<file path="config.mk">
export PLATFORM = sky130hd
export DESIGN_NAME = compacting_key_table
export DESIGN_NICKNAME = d
export VERILOG_FILES = /design/src/hw/rtl/ckt_pkg.sv /design/src/hw/rtl/compacting_key_table.sv /design/src/hw/rtl/ckt_ram.sv
export SDC_FILE = /design/constraint.sdc
export NUM_CORES = 2
export LEC_CHECK = 0
export BUFFER_PORTS_ARGS = -buffer_cell sky130_fd_sc_hd__buf_2
export CAP_MARGIN = 20
export CORE_ASPECT_RATIO = 0.6
export CORE_MARGIN = 2
export CORE_UTILIZATION = 60
export CTS_BUF_LIST = sky130_fd_sc_hd__clkbuf_8
export DETAILED_ROUTE_END_ITERATION = 6
export GPL_TIMING_DRIVEN = 0
export PLACE_DENSITY = 0.76
export SETUP_SLACK_MARGIN = 0.02
export SLEW_MARGIN = 20
export SYNTH_ARGS = -nofsm -noshare
export SYNTH_HDL_FRONTEND = slang
export SYNTH_SLANG_ARGS = --single-unit
</file>
<file path="constraint.sdc">
create_clock -name clk -period 4.5 [get_ports clk]
set_input_delay 0.9 -clock clk [delete_from_list [all_inputs] [get_ports clk]]
set_output_delay 0.9 -clock clk [all_outputs]
set_load 0.1 [all_outputs]
</file>
<file path="src/hw/rtl/ckt_pkg.sv">
// Shared types and constants for the compacting key table.
package ckt_pkg;

    localparam int CAPACITY = 64;
    localparam int ADDR_W   = $clog2(CAPACITY);
    localparam int CNT_W    = $clog2(CAPACITY + 1);
    localparam int KEY_W    = 31;

    localparam logic [1:0] REQ_INSERT = 2'd0;
    localparam logic [1:0] REQ_DELETE = 2'd1;
    localparam logic [1:0] REQ_SEARCH = 2'd2;

    localparam logic [1:0] ST_OK   = 2'd0;
    localparam logic [1:0] ST_MISS = 2'd1;
    localparam logic [1:0] ST_FULL = 2'd2;

    typedef struct packed {
        logic [1:0]       req_type;
        logic [KEY_W-1:0] key;
    } ckt_req_t;

    typedef struct packed {
        logic [1:0]        status;
        logic [ADDR_W-1:0] position;
        logic [CNT_W-1:0]  compare_count;
        logic [CNT_W-1:0]  entry_count;
    } ckt_rsp_t;

endpackage

</file>
<file path="src/hw/rtl/compacting_key_table.sv">
// Top level of the compacting key table: request sequencer around the key RAM.
//
// Requests arrive on req (req_valid/req_stall) and each one gives exactly one
// response on rsp (rsp_valid/rsp_stall). A request is an insert, a delete or
// a search of one 31-bit key; keys are held in insertion order at indices
// 0 .. entry_count-1 of a single-port-pair RAM with registered read data.
// One request is worked on at a time; req_stall is high while it runs.
// Steps after the transfer, with n entries held and a match at index i:
//   search/insert: a walk over the entries in order, one read a cycle,
//     until a match or the end, then the result state
//   delete: the walk, then the n-i-1 later keys are moved down one slot,
//     one read and one write a cycle plus drain, then the result state;
//   the block returns to idle before it takes the next transfer.
// A response sits in an output register, so a new request is taken while
// the previous response is still stalled; a finished request then waits
// until that register empties. rsp holds steady while rsp_stall is high.
// Reset clears the entry count and all control state; the RAM is not
// cleared, since only entries below the count are ever read.
module compacting_key_table (
    input  logic             clk,
    input  logic             rst_n,
    input  logic             req_valid,
    output logic             req_stall,
    input  ckt_pkg::ckt_req_t req,
    output logic             rsp_valid,
    input  logic             rsp_stall,
    output ckt_pkg::ckt_rsp_t rsp
);

    typedef enum logic [1:0] {
        S_IDLE,
        S_WALK,
        S_SHIFT,
        S_RESULT
    } state_t;

    state_t                          state_reg;
    logic [1:0]                      op_reg;
    logic [ckt_pkg::KEY_W-1:0]       key_reg;
    logic [ckt_pkg::CNT_W-1:0]       fill_reg;
    logic [ckt_pkg::CNT_W-1:0]       issue_reg;
    logic                            pend_valid_reg;
    logic [ckt_pkg::ADDR_W-1:0]      pend_idx_reg;
    logic [1:0]                      status_reg;
    logic [ckt_pkg::ADDR_W-1:0]      pos_reg;
    logic [ckt_pkg::CNT_W-1:0]       cmp_reg;
    logic                            rsp_valid_reg;
    ckt_pkg::ckt_rsp_t               rsp_reg;

    logic                            ram_wr_en;
    logic [ckt_pkg::ADDR_W-1:0]      ram_wr_addr;
    logic [ckt_pkg::KEY_W-1:0]       ram_wr_data;
    logic                            ram_rd_en;
    logic [ckt_pkg::ADDR_W-1:0]      ram_rd_addr;
    logic [ckt_pkg::KEY_W-1:0]       ram_rd_data;

    logic                            issue_more;
    logic                            match;
    logic                            walk_miss;
    logic                            full;
    logic                            rsp_free;
    logic                            rsp_load;

    assign issue_more = issue_reg < fill_reg;
    assign match      = pend_valid_reg && (ram_rd_data == key_reg);
    assign walk_miss  = !match && !issue_more;
    assign full       = fill_reg == ckt_pkg::CNT_W'(ckt_pkg::CAPACITY);
    assign rsp_free   = !rsp_valid_reg || !rsp_stall;
    assign rsp_load   = (state_reg == S_RESULT) && rsp_free;

    assign req_stall = state_reg != S_IDLE;
    assign rsp_valid = rsp_valid_reg;
    assign rsp       = rsp_reg;

    always_comb
    begin
        ram_rd_en   = ((state_reg == S_WALK) || (state_reg == S_SHIFT)) && issue_more;
        ram_rd_addr = issue_reg[ckt_pkg::ADDR_W-1:0];
        ram_wr_en   = 1'b0;
        ram_wr_addr = fill_reg[ckt_pkg::ADDR_W-1:0];
        ram_wr_data = key_reg;
        if (state_reg == S_SHIFT)
        begin
            ram_wr_en   = pend_valid_reg;
            ram_wr_addr = pend_idx_reg;
            ram_wr_data = ram_rd_data;
        end
        else if (state_reg == S_WALK)
        begin
            ram_wr_en = walk_miss && (op_reg == ckt_pkg::REQ_INSERT) && !full;
        end
    end

    ckt_ram #(
        .WIDTH (ckt_pkg::KEY_W),
        .DEPTH (ckt_pkg::CAPACITY)
    ) u_key_ram (
        .clk     (clk),
        .wr_en   (ram_wr_en),
        .wr_addr (ram_wr_addr),
        .wr_data (ram_wr_data),
        .rd_en   (ram_rd_en),
        .rd_addr (ram_rd_addr),
        .rd_data (ram_rd_data)
    );

    always_ff @(posedge clk or negedge rst_n)
    begin
        if (!rst_n)
        begin
            state_reg      <= S_IDLE;
            op_reg         <= ckt_pkg::REQ_INSERT;
            key_reg        <= '0;
            fill_reg       <= '0;
            issue_reg      <= '0;
            pend_valid_reg <= 1'b0;
            pend_idx_reg   <= '0;
            status_reg     <= ckt_pkg::ST_MISS;
            pos_reg        <= '0;
            cmp_reg        <= '0;
            rsp_valid_reg  <= 1'b0;
            rsp_reg        <= '0;
        end
        else
        begin
            if (rsp_load)
            begin
                rsp_valid_reg <= 1'b1;
            end
            else if (!rsp_stall)
            begin
                rsp_valid_reg <= 1'b0;
            end
            unique case (state_reg)
                S_IDLE:
                begin
                    if (req_valid)
                    begin
                        op_reg         <= req.req_type;
                        key_reg        <= req.key;
                        issue_reg      <= '0;
                        pend_valid_reg <= 1'b0;
                        status_reg     <= ckt_pkg::ST_MISS;
                        pos_reg        <= '0;
                        cmp_reg        <= '0;
                        if (req.req_type == ckt_pkg::REQ_INSERT
                            || req.req_type == ckt_pkg::REQ_DELETE
                            || req.req_type == ckt_pkg::REQ_SEARCH)
                        begin
                            state_reg <= S_WALK;
                        end
                        else
                        begin
                            state_reg <= S_RESULT;
                        end
                    end
                end
                S_WALK:
                begin
                    pend_idx_reg <= issue_reg[ckt_pkg::ADDR_W-1:0];
                    if (match && op_reg == ckt_pkg::REQ_DELETE)
                    begin
                        issue_reg      <= {1'b0, pend_idx_reg} + 1'b1;
                        pend_valid_reg <= 1'b0;
                    end
                    else
                    begin
                        pend_valid_reg <= issue_more;
                        if (issue_more)
                        begin
                            issue_reg <= issue_reg + 1'b1;
                        end
                    end
                    if (match)
                    begin
                        cmp_reg <= {1'b0, pend_idx_reg} + 1'b1;
                        if (op_reg == ckt_pkg::REQ_INSERT)
                        begin
                            status_reg <= ckt_pkg::ST_MISS;
                            pos_reg    <= '0;
                            state_reg  <= S_RESULT;
                        end
                        else if (op_reg == ckt_pkg::REQ_DELETE)
                        begin
                            status_reg <= ckt_pkg::ST_OK;
                            pos_reg    <= pend_idx_reg;
                            state_reg  <= S_SHIFT;
                        end
                        else
                        begin
                            status_reg <= ckt_pkg::ST_OK;
                            pos_reg    <= pend_idx_reg;
                            state_reg  <= S_RESULT;
                        end
                    end
                    else if (walk_miss)
                    begin
                        cmp_reg   <= fill_reg;
                        state_reg <= S_RESULT;
                        if (op_reg == ckt_pkg::REQ_INSERT && full)
                        begin
                            status_reg <= ckt_pkg::ST_FULL;
                            pos_reg    <= '0;
                        end
                        else if (op_reg == ckt_pkg::REQ_INSERT)
                        begin
                            status_reg <= ckt_pkg::ST_OK;
                            pos_reg    <= fill_reg[ckt_pkg::ADDR_W-1:0];
                            fill_reg   <= fill_reg + 1'b1;
                        end
                        else
                        begin
                            status_reg <= ckt_pkg::ST_MISS;
                            pos_reg    <= '0;
                        end
                    end
                end
                S_SHIFT:
                begin
                    // read slot j, write it to slot j-1 on the next cycle
                    pend_valid_reg <= issue_more;
                    pend_idx_reg   <= issue_reg[ckt_pkg::ADDR_W-1:0] - 1'b1;
                    if (issue_more)
                    begin
                        issue_reg <= issue_reg + 1'b1;
                    end
                    else if (!pend_valid_reg)
                    begin
                        fill_reg  <= fill_reg - 1'b1;
                        state_reg <= S_RESULT;
                    end
                end
                S_RESULT:
                begin
                    if (rsp_free)
                    begin
                        rsp_reg.status        <= status_reg;
                        rsp_reg.position      <= pos_reg;
                        rsp_reg.compare_count <= cmp_reg;
                        rsp_reg.entry_count   <= fill_reg;
                        state_reg             <= S_IDLE;
                    end
                end
                default:
                begin
                    state_reg <= S_IDLE;
                end
            endcase
        end
    end

`ifndef SYNTHESIS
    a_fill_bound: assert property (@(posedge clk) disable iff (!rst_n)
        fill_reg <= ckt_pkg::CNT_W'(ckt_pkg::CAPACITY))
        else $error("entry count above capacity");

    a_accept_busy: assert property (@(posedge clk) disable iff (!rst_n)
        req_valid && !req_stall |=> state_reg != S_IDLE)
        else $error("accepted request not started");

    a_shift_below_fill: assert property (@(posedge clk) disable iff (!rst_n)
        (state_reg == S_SHIFT) && ram_wr_en |-> ({1'b0, ram_wr_addr} + 1'b1) < fill_reg)
        else $error("compaction write beyond held entries");

    a_rsp_from_result: assert property (@(posedge clk) disable iff (!rst_n)
        $rose(rsp_valid_reg) |-> $past(state_reg == S_RESULT))
        else $error("response raised outside result state");

    a_one_rsp_per_req: assert property (@(posedge clk) disable iff (!rst_n)
        (state_reg == S_RESULT) && rsp_free |=> rsp_valid_reg && state_reg == S_IDLE)
        else $error("result not loaded into response register");
`endif

endmodule

</file>
<file path="src/hw/rtl/ckt_ram.sv">
// Generic simple dual-port RAM with registered read data.
module ckt_ram #(
    parameter int WIDTH = 32,
    parameter int DEPTH = 64
) (
    input  logic                     clk,
    input  logic                     wr_en,
    input  logic [$clog2(DEPTH)-1:0] wr_addr,
    input  logic [WIDTH-1:0]         wr_data,
    input  logic                     rd_en,
    input  logic [$clog2(DEPTH)-1:0] rd_addr,
    output logic [WIDTH-1:0]         rd_data
);

    logic [WIDTH-1:0] mem [DEPTH];

    always_ff @(posedge clk)
    begin
        if (wr_en)
        begin
            mem[wr_addr] <= wr_data;
        end
        if (rd_en)
        begin
            rd_data <= mem[rd_addr];
        end
    end

endmodule
</file>
======== Word-level counts from Yosys, hierarchy flattened ========
Memory sizes are Yosys's and may differ from the RTL's. A register that Yosys moved wholly into a read port is not among the register bits.
Index checks and enable logic that the tools add are counted.
operators by class
  mux-type cells .......................... 50
  equal/unequal tests ..................... 18
  reductions and logical operators ........ 30
  order comparisons ....................... 1
  $add $sub $neg .......................... 5
operators with widths
  cell                                                  count
  2-to-1 mux 7 bit                                      11
  2-to-1 mux 6 bit                                      7
  equality test 31 bit                                  1
  2-to-1 mux 31 bit                                     1
  one-hot mux 7 bit (2 select lines)                    2
  one-hot mux 6 bit (2 select lines)                    2
  2-to-1 mux 2 bit                                      11
  one-hot mux 7 bit (3 select lines)                    1
  adder 7 x 1 -> 7 bit (second input constant)          2
  inequality test 2 bit (second input constant)         7
  2-to-1 mux 1 bit                                      12
  logical AND 1 bit                                     8
  one-hot mux 2 bit (4 select lines)                    1
  adder 6 x 1 -> 7 bit (second input constant)          1
  equality test 7 bit (second input constant)           1
  less-than comparator 7 bit                            1
  AND reduction 7 bit                                   1
  subtractor 7 x 1 -> 7 bit (second input constant)     1
  equality test 2 x 1 -> 1 bit (second input constant)  3
  equality test 2 bit (second input constant)           3
  logical NOT 2 bit                                     3
  AND reduction 2 bit                                   3
  nonzero test 2 bit                                    3
  subtractor 6 x 1 -> 6 bit (second input constant)     1
  9 further kinds                                       17
storage, ports and cells
  word-level logic and storage cells ...... 120
  input bits .............................. 37
  memories kept ........................... 1
  memory bits (writable) .................. 1984
  register bits after elaboration ......... 94
memories
  name           words  bits a word  read ports  clocked after memory_dff  wr ports  line           source
  u_key_ram.mem  64     31           1           1                         1         ckt_ram.sv:15  logic [WIDTH-1:0] mem [DEPTH];

======== Logic depth before layout (Yosys ltp) ========
  depth after elaboration ................. 10
  depth in mapped cells ................... 12
  mapped depth without buffers ............ 10

======== Hierarchy ========
From an unflattened synthesis, not the netlist that was laid out.
second synthesis, totals
  cells, all modules ...................... 3918
  area, all modules ....................... 82066.2 um2
by module, submodules not included
  module                cells an instance  area each (um2)  times used
  ckt_ram               3418               76616.0          1
  compacting_key_table  500                5450.2           1

======== Worst setup path after synthesis ========
No wires, ideal clock.
  path kind ............................... reg-to-reg
  from .................................... reg fill_reg[4] (netlist bit)
  to ...................................... mem u_key_ram.mem[0][0] (netlist bit) (enable)
  cell stages (with the launch flop) ...... 9
  buffers on the path ..................... 0
  arrival ................................. 3.575 ns
  clock period less this slack ............ 3.994 ns
  setup time .............................. 0.419 ns
  setup slack ............................. 0.506 ns
  cell sequence ........................... dfrtp_1 inv_1 ha_1 nand4_1 o31a_1 or3_1 o32ai_1 nand2_1 nor2_1
on the way
  longest elaborated chain between the ends .. 9
  elaborated cells between the ends (all ways) .. 12
  those cells by class .................... order compare: 1; eq/ne: 1; mux: 5; reduce/logical: 5
RTL lines
  element                                 line                         source
  from (decl)                             compacting_key_table.sv:40   logic [ckt_pkg::CNT_W-1:0] fill_reg;
  from (signal assigned)                  compacting_key_table.sv:209  fill_reg <= fill_reg + 1'b1;
  from (signal assigned)                  compacting_key_table.sv:229  fill_reg <= fill_reg - 1'b1;
  less-than comparator 7 bit              compacting_key_table.sv:64   assign issue_more = issue_reg < fill_reg;
  logical NOT 1 bit                       compacting_key_table.sv:66   assign walk_miss = !match && !issue_more;
  logical AND 1 bit                       compacting_key_table.sv:66
  logical AND 1 bit (2 in a row)          compacting_key_table.sv:90   ram_wr_en = walk_miss && (op_reg == ckt_pkg::REQ_INSERT) && !full;
  2-to-1 mux 1 bit                        compacting_key_table.sv:88   else if (state_reg == S_WALK)
  2-to-1 mux 1 bit                        compacting_key_table.sv:82   if (state_reg == S_SHIFT)
  2-to-1 mux 1 bit                        ckt_ram.sv:19                if (wr_en)
  2-to-1 mux 1 bit (implied by the code)  ckt_ram.sv:21                mem[wr_addr] <= wr_data;
  to (decl)                               ckt_ram.sv:15
Parallel ways exist; a longest one is shown, timed or not.

======== Worst setup path after layout ========
  from .................................... reg state_reg[0]
  to ...................................... mem u_key_ram.mem[45][9] (netlist bit) (enable)
on the way
  longest elaborated chain between the ends .. 5
  elaborated cells between the ends (all ways) .. 7
  those cells by class .................... eq/ne: 2; mux: 5
RTL lines
  element                                 line                         source
  from (decl)                             compacting_key_table.sv:37   state_t state_reg;
  from (signal assigned)                  compacting_key_table.sv:111  state_reg <= S_IDLE;
  from (signal assigned)                  compacting_key_table.sv:150  state_reg <= S_WALK;
  from (signal assigned)                  compacting_key_table.sv:154  state_reg <= S_RESULT;
  equality test 2 x 1 -> 1 bit            compacting_key_table.sv:88
  2-to-1 mux 1 bit                        compacting_key_table.sv:88
  2-to-1 mux 1 bit                        compacting_key_table.sv:82
  2-to-1 mux 1 bit                        ckt_ram.sv:19
  2-to-1 mux 1 bit (implied by the code)  ckt_ram.sv:21
Parallel ways exist; a longest one is shown, timed or not.

==> run_results.csv <==
group,metric,value,unit
outcome,status,"complete, but fails checks",
outcome,violations,"negative setup slack",
pwr,areal_power_density_over_the_cells,628,mW/mm^2
clock_tree,clock_insertion_delay_worst_skew,1.03,ns
final_layout,layout.nets,4340,
pwr,power.ir.vdd_worst,0.672,mV
worst_setup_path,cp_num_buf_inv,5,
sta,min_period,4.62,ns
routing,wl_met1,88200,microns
logic_synthesis,synthesis.area,0.0820,sq mm
worst_setup_path,largest_fanout_on_the_critical_path,12,
sta,layout_worst_path_cycle_share,103,%
logic_synthesis,yosysMostFrequentCell,"sky130_fd_sc_hd__edfxtp_1",
sta,tightestPinTransition,1.16,ns
sta,finalSetupViolations,208,
logic_synthesis,synthTopCellsByCount,"sky130_fd_sc_hd__edfxtp_1 (2015), sky130_fd_sc_hd__mux4_2 (513), sky130_fd_sc_hd__mux2i_1 (168), sky130_fd_sc_hd__nor2_1 (125), sky130_fd_sc_hd__clkbuf_1 (104)",
logic_synthesis,avgSynthCellArea,21.9,sq um
worst_setup_path,worst_setup_path_end_kind,"flop",
logic_synthesis,yosys_warnings,0,
final_layout,area_growth,14.0,%
pwr,sw_frac_of_total,34.5,%
placement,dp_slack,-0.257,ns
die,io_pins,61,
routing,routed-via-count,44700,
logic_synthesis,synth.net_count,3806,
die,die-area,0.140,sq mm
sta,final_max_slew_viol_count,0,
worst_setup_path,crit_path_arrival_time,5.31,ns
worst_setup_path,path_cells,"inv_1 > ha_1 > clkbuf_1 > clkbuf_1 > o21ai_0 > nand2_1 > nor2_4 > buf_16 > buf_16",
grt,track_usage,33.7,%
grt,grt_start_max_net_pins,65,
routing,highest-signal-layer,"met5",
placement,port_buffers,60,
clock_tree,cts_sinks,2109,
routing,remaining_drc_errors,0,
die,die-width,481,microns
logic_synthesis,yosys.area.top_type,"sky130_fd_sc_hd__edfxtp_1",
logic_synthesis,synth_top_cells_by_area,"sky130_fd_sc_hd__edfxtp_1 (74%), sky130_fd_sc_hd__mux4_2 (14%), sky130_fd_sc_hd__dfrtp_1 (2.8%)",
logic_synthesis,synth-edff-count,2015,
grt,globalRoute.totalOverflow,0,
clock_tree,clock-root-buffer,"sky130_fd_sc_hd__clkbuf_8",
routing,initialDrtViolationCount,9208,
routing,total_routed_wirelength,234000,microns
pwr,part_of_the_total_power_dissipated_in_the_clock_network,23.3,%
pwr,total_switching_power,20.3,mW
routing,vias_per_cell,7.07,
die,core-area,0.136,sq mm
die,die_h,290,microns
clock_tree,cts.reportedPaths.clkPinSlew,0.07,ns
worst_setup_path,crit_type,"flop to flop",
pwr,share_comb_of_total_power,29.9,%
sta,hold_viol_final,0,
logic_synthesis,synthArstFlopShare,4.46,%
logic_synthesis,postSynth.topFlopCell,"sky130_fd_sc_hd__edfxtp_1",
sta,postLayoutSetupSlackWorst,-0.118,ns
sta,final.hold.worst_slack,0.175,ns
routing,wl_per_cell,37.0,microns
sta,final_sum_of_negative_setup_slack,-11.18,ns
placement,post_dp_cell_area,0.0871,sq mm
final_layout,largest_register_ffs,1984,
grt,via_count_of_the_first_global_routing_pass,42100,
sta,grt_setup_unrepaired,"yes",
die,initial_core_util,60.3,%
routing,wl_met3,43600,microns
pwr,total_power,58.7,mW
logic_synthesis,post_synthesis_sequential_area_ratio,76.6,%
clock_tree,htree_levels,5,
sta,max_clock_freq,0.217,GHz
worst_setup_path,worstSetupStartpointType,"flop",
die,placementRows,105,
worst_setup_path,slowest_stage,"sky130_fd_sc_hd__o21ai_0",
routing,final_antenna_net_count,0,
clock_tree,cts.path.max_buffers,4,
worst_setup_path,timing.critical_path.required,5.20,ns
grt,global_route_wire_length_before_repair,323000,microns
worst_setup_path,timing.critical_path.slowest_cell_delay,0.96,ns
logic_synthesis,synthCells,3749,
pwr,pwr-share-seq,46.8,%
logic_synthesis,synth_cell_type_count,63,
sta,slew-limit-headroom,22.6,%
pwr,p_leak,30.1,nW
placement,dp.final_hpwl,154000,microns
worst_hold_path,holdCritPathClass,"primary input to flop",
final_layout,design_area,0.0935,sq mm
worst_setup_path,worst-r2r-setup-slack,-0.12,ns
worst_setup_path,crit_family,"simple AND/OR/NAND/NOR gates",
final_layout,drive_gt1_share,30.5,%
sta,fin_worst_skew,0.0779,ns
routing,drt_first_pass_iters,6,
grt,initial_antenna_violation_count,19,
logic_synthesis,netlist.area_leader.share,73.8,%
clock_tree,tritoncts,"done",
clock_tree,cts_inserted_buffers,304,
run,cap_viol_max_count,0,
pwr,internal_power,38.5,mW
placement,globalplace.congestion,0.969,
routing,met2_length,93200,microns
logic_synthesis,ys_ff_latch,2109,
==> per-stage QoR <==
step	instances	utilization, %
floorplan	3749	-
global route	6300	68.7
finish	6321	68.7
detailed placement	5712	64.0
CTS	6282	68.5
global placement	5628	62.2
==> kinds of logic (layout without fill, tap and decap cells) <==
kind of cell	after synthesis	in the layout	synth area share, %
flops	2109	2109	76.6
mux	769	769	17.3
compound gates	305	305	2.58
simple gates	277	277	1.48
buf+inv	223	954	1.14
xor+xnor	46	46	0.491
fa+ha+maj	20	20	0.314
other cells	0	22	0
==> area by class of cell <==
| cell class | count | area [sq um] |
|---|---|---|
| sequential | 2109 | 62900 |
| fill | 8128 | 42600 |
| multi-input combinational | 1417 | 18900 |
| clock buffer | 319 | 4390 |
| timing repair buffer | 230 | 3250 |
| tap | 1819 | 2280 |
| buffer | 197 | 923 |
| clock inverter | 184 | 806 |
| inverter | 24 | 90.1 |
| antenna | 22 | 55.1 |
==> per-layer routing <==
layer	global-route usage, %	up-vias
li1	-	16900
met1	52.3	22900
met2	42.6	4309
met3	15.3	567
met4	10.7	14
met5	1.09	-
==> power groups by stage <==
stage	registers, mW	logic (mW)	clock network, mW
2_1_floorplan	28.2	9.16	0
3_3_place_gp	28.0	15.6	0
3_5_place_dp	27.9	16.7	0
4_1_cts	27.5	16.7	13.7
5_1_grt	27.5	18.1	14.6
6_report	27.5	17.5	13.7
==> repair_timing <==
item                                    in CTS  in global routing
endpoints found under the hold margin       50                  0
pin swaps                                   30                  5
setup buffers                               66                 19
endpoints found under the setup margin    1482               1607
hold buffers                                 1                  0
resized for setup                            8                 52
==> cell usage in the layout (no fill, tap or decap), types with 11 or more instances in the layout <==
master	instances
sky130_fd_sc_hd__edfxtp_1	2015
sky130_fd_sc_hd__mux4_2	513
sky130_fd_sc_hd__clkbuf_8	319
sky130_fd_sc_hd__mux2i_1	168
sky130_fd_sc_hd__inv_1	119
sky130_fd_sc_hd__buf_2	109
sky130_fd_sc_hd__dfrtp_1	93
sky130_fd_sc_hd__buf_12	82
sky130_fd_sc_hd__clkbuf_1	77
sky130_fd_sc_hd__nand2_1	72
sky130_fd_sc_hd__o221ai_1	71
sky130_fd_sc_hd__a21oi_1	66
sky130_fd_sc_hd__buf_4	65
sky130_fd_sc_hd__nor2_4	65
sky130_fd_sc_hd__nor2_1	60
sky130_fd_sc_hd__mux2_2	56
sky130_fd_sc_hd__clkinv_1	53
sky130_fd_sc_hd__o21ai_0	51
sky130_fd_sc_hd__o22ai_1	33
sky130_fd_sc_hd__clkbuf_2	31
sky130_fd_sc_hd__mux2_4	31
sky130_fd_sc_hd__buf_16	31
sky130_fd_sc_hd__xor2_1	30
sky130_fd_sc_hd__clkinv_2	25
sky130_fd_sc_hd__diode_2	22
sky130_fd_sc_hd__buf_1	22
sky130_fd_sc_hd__ha_1	19
sky130_fd_sc_hd__xnor2_1	16
sky130_fd_sc_hd__a211oi_1	15
sky130_fd_sc_hd__nand3_1	12
sky130_fd_sc_hd__nor4_1	11
==> final timing paths <==
| check | from | to | cells past startpoint |
|---|---|---|---|
| min in group asynchronous | rst_n | key_reg[10] | 2 |
| setup reg to reg | state_reg[0] | u_key_ram.mem[45][9] | 9 |
| hold / removal | req[16] | key_reg[16] | 2 |
| setup / recovery | state_reg[0] | u_key_ram.mem[45][9] | 9 |
| hold reg to reg | pos_reg[0] | pos_reg[0] | 2 |
| max in group asynchronous | rst_n | issue_reg[6] | 3 |
No activity file was read; power rests on OpenSTA's default activity.
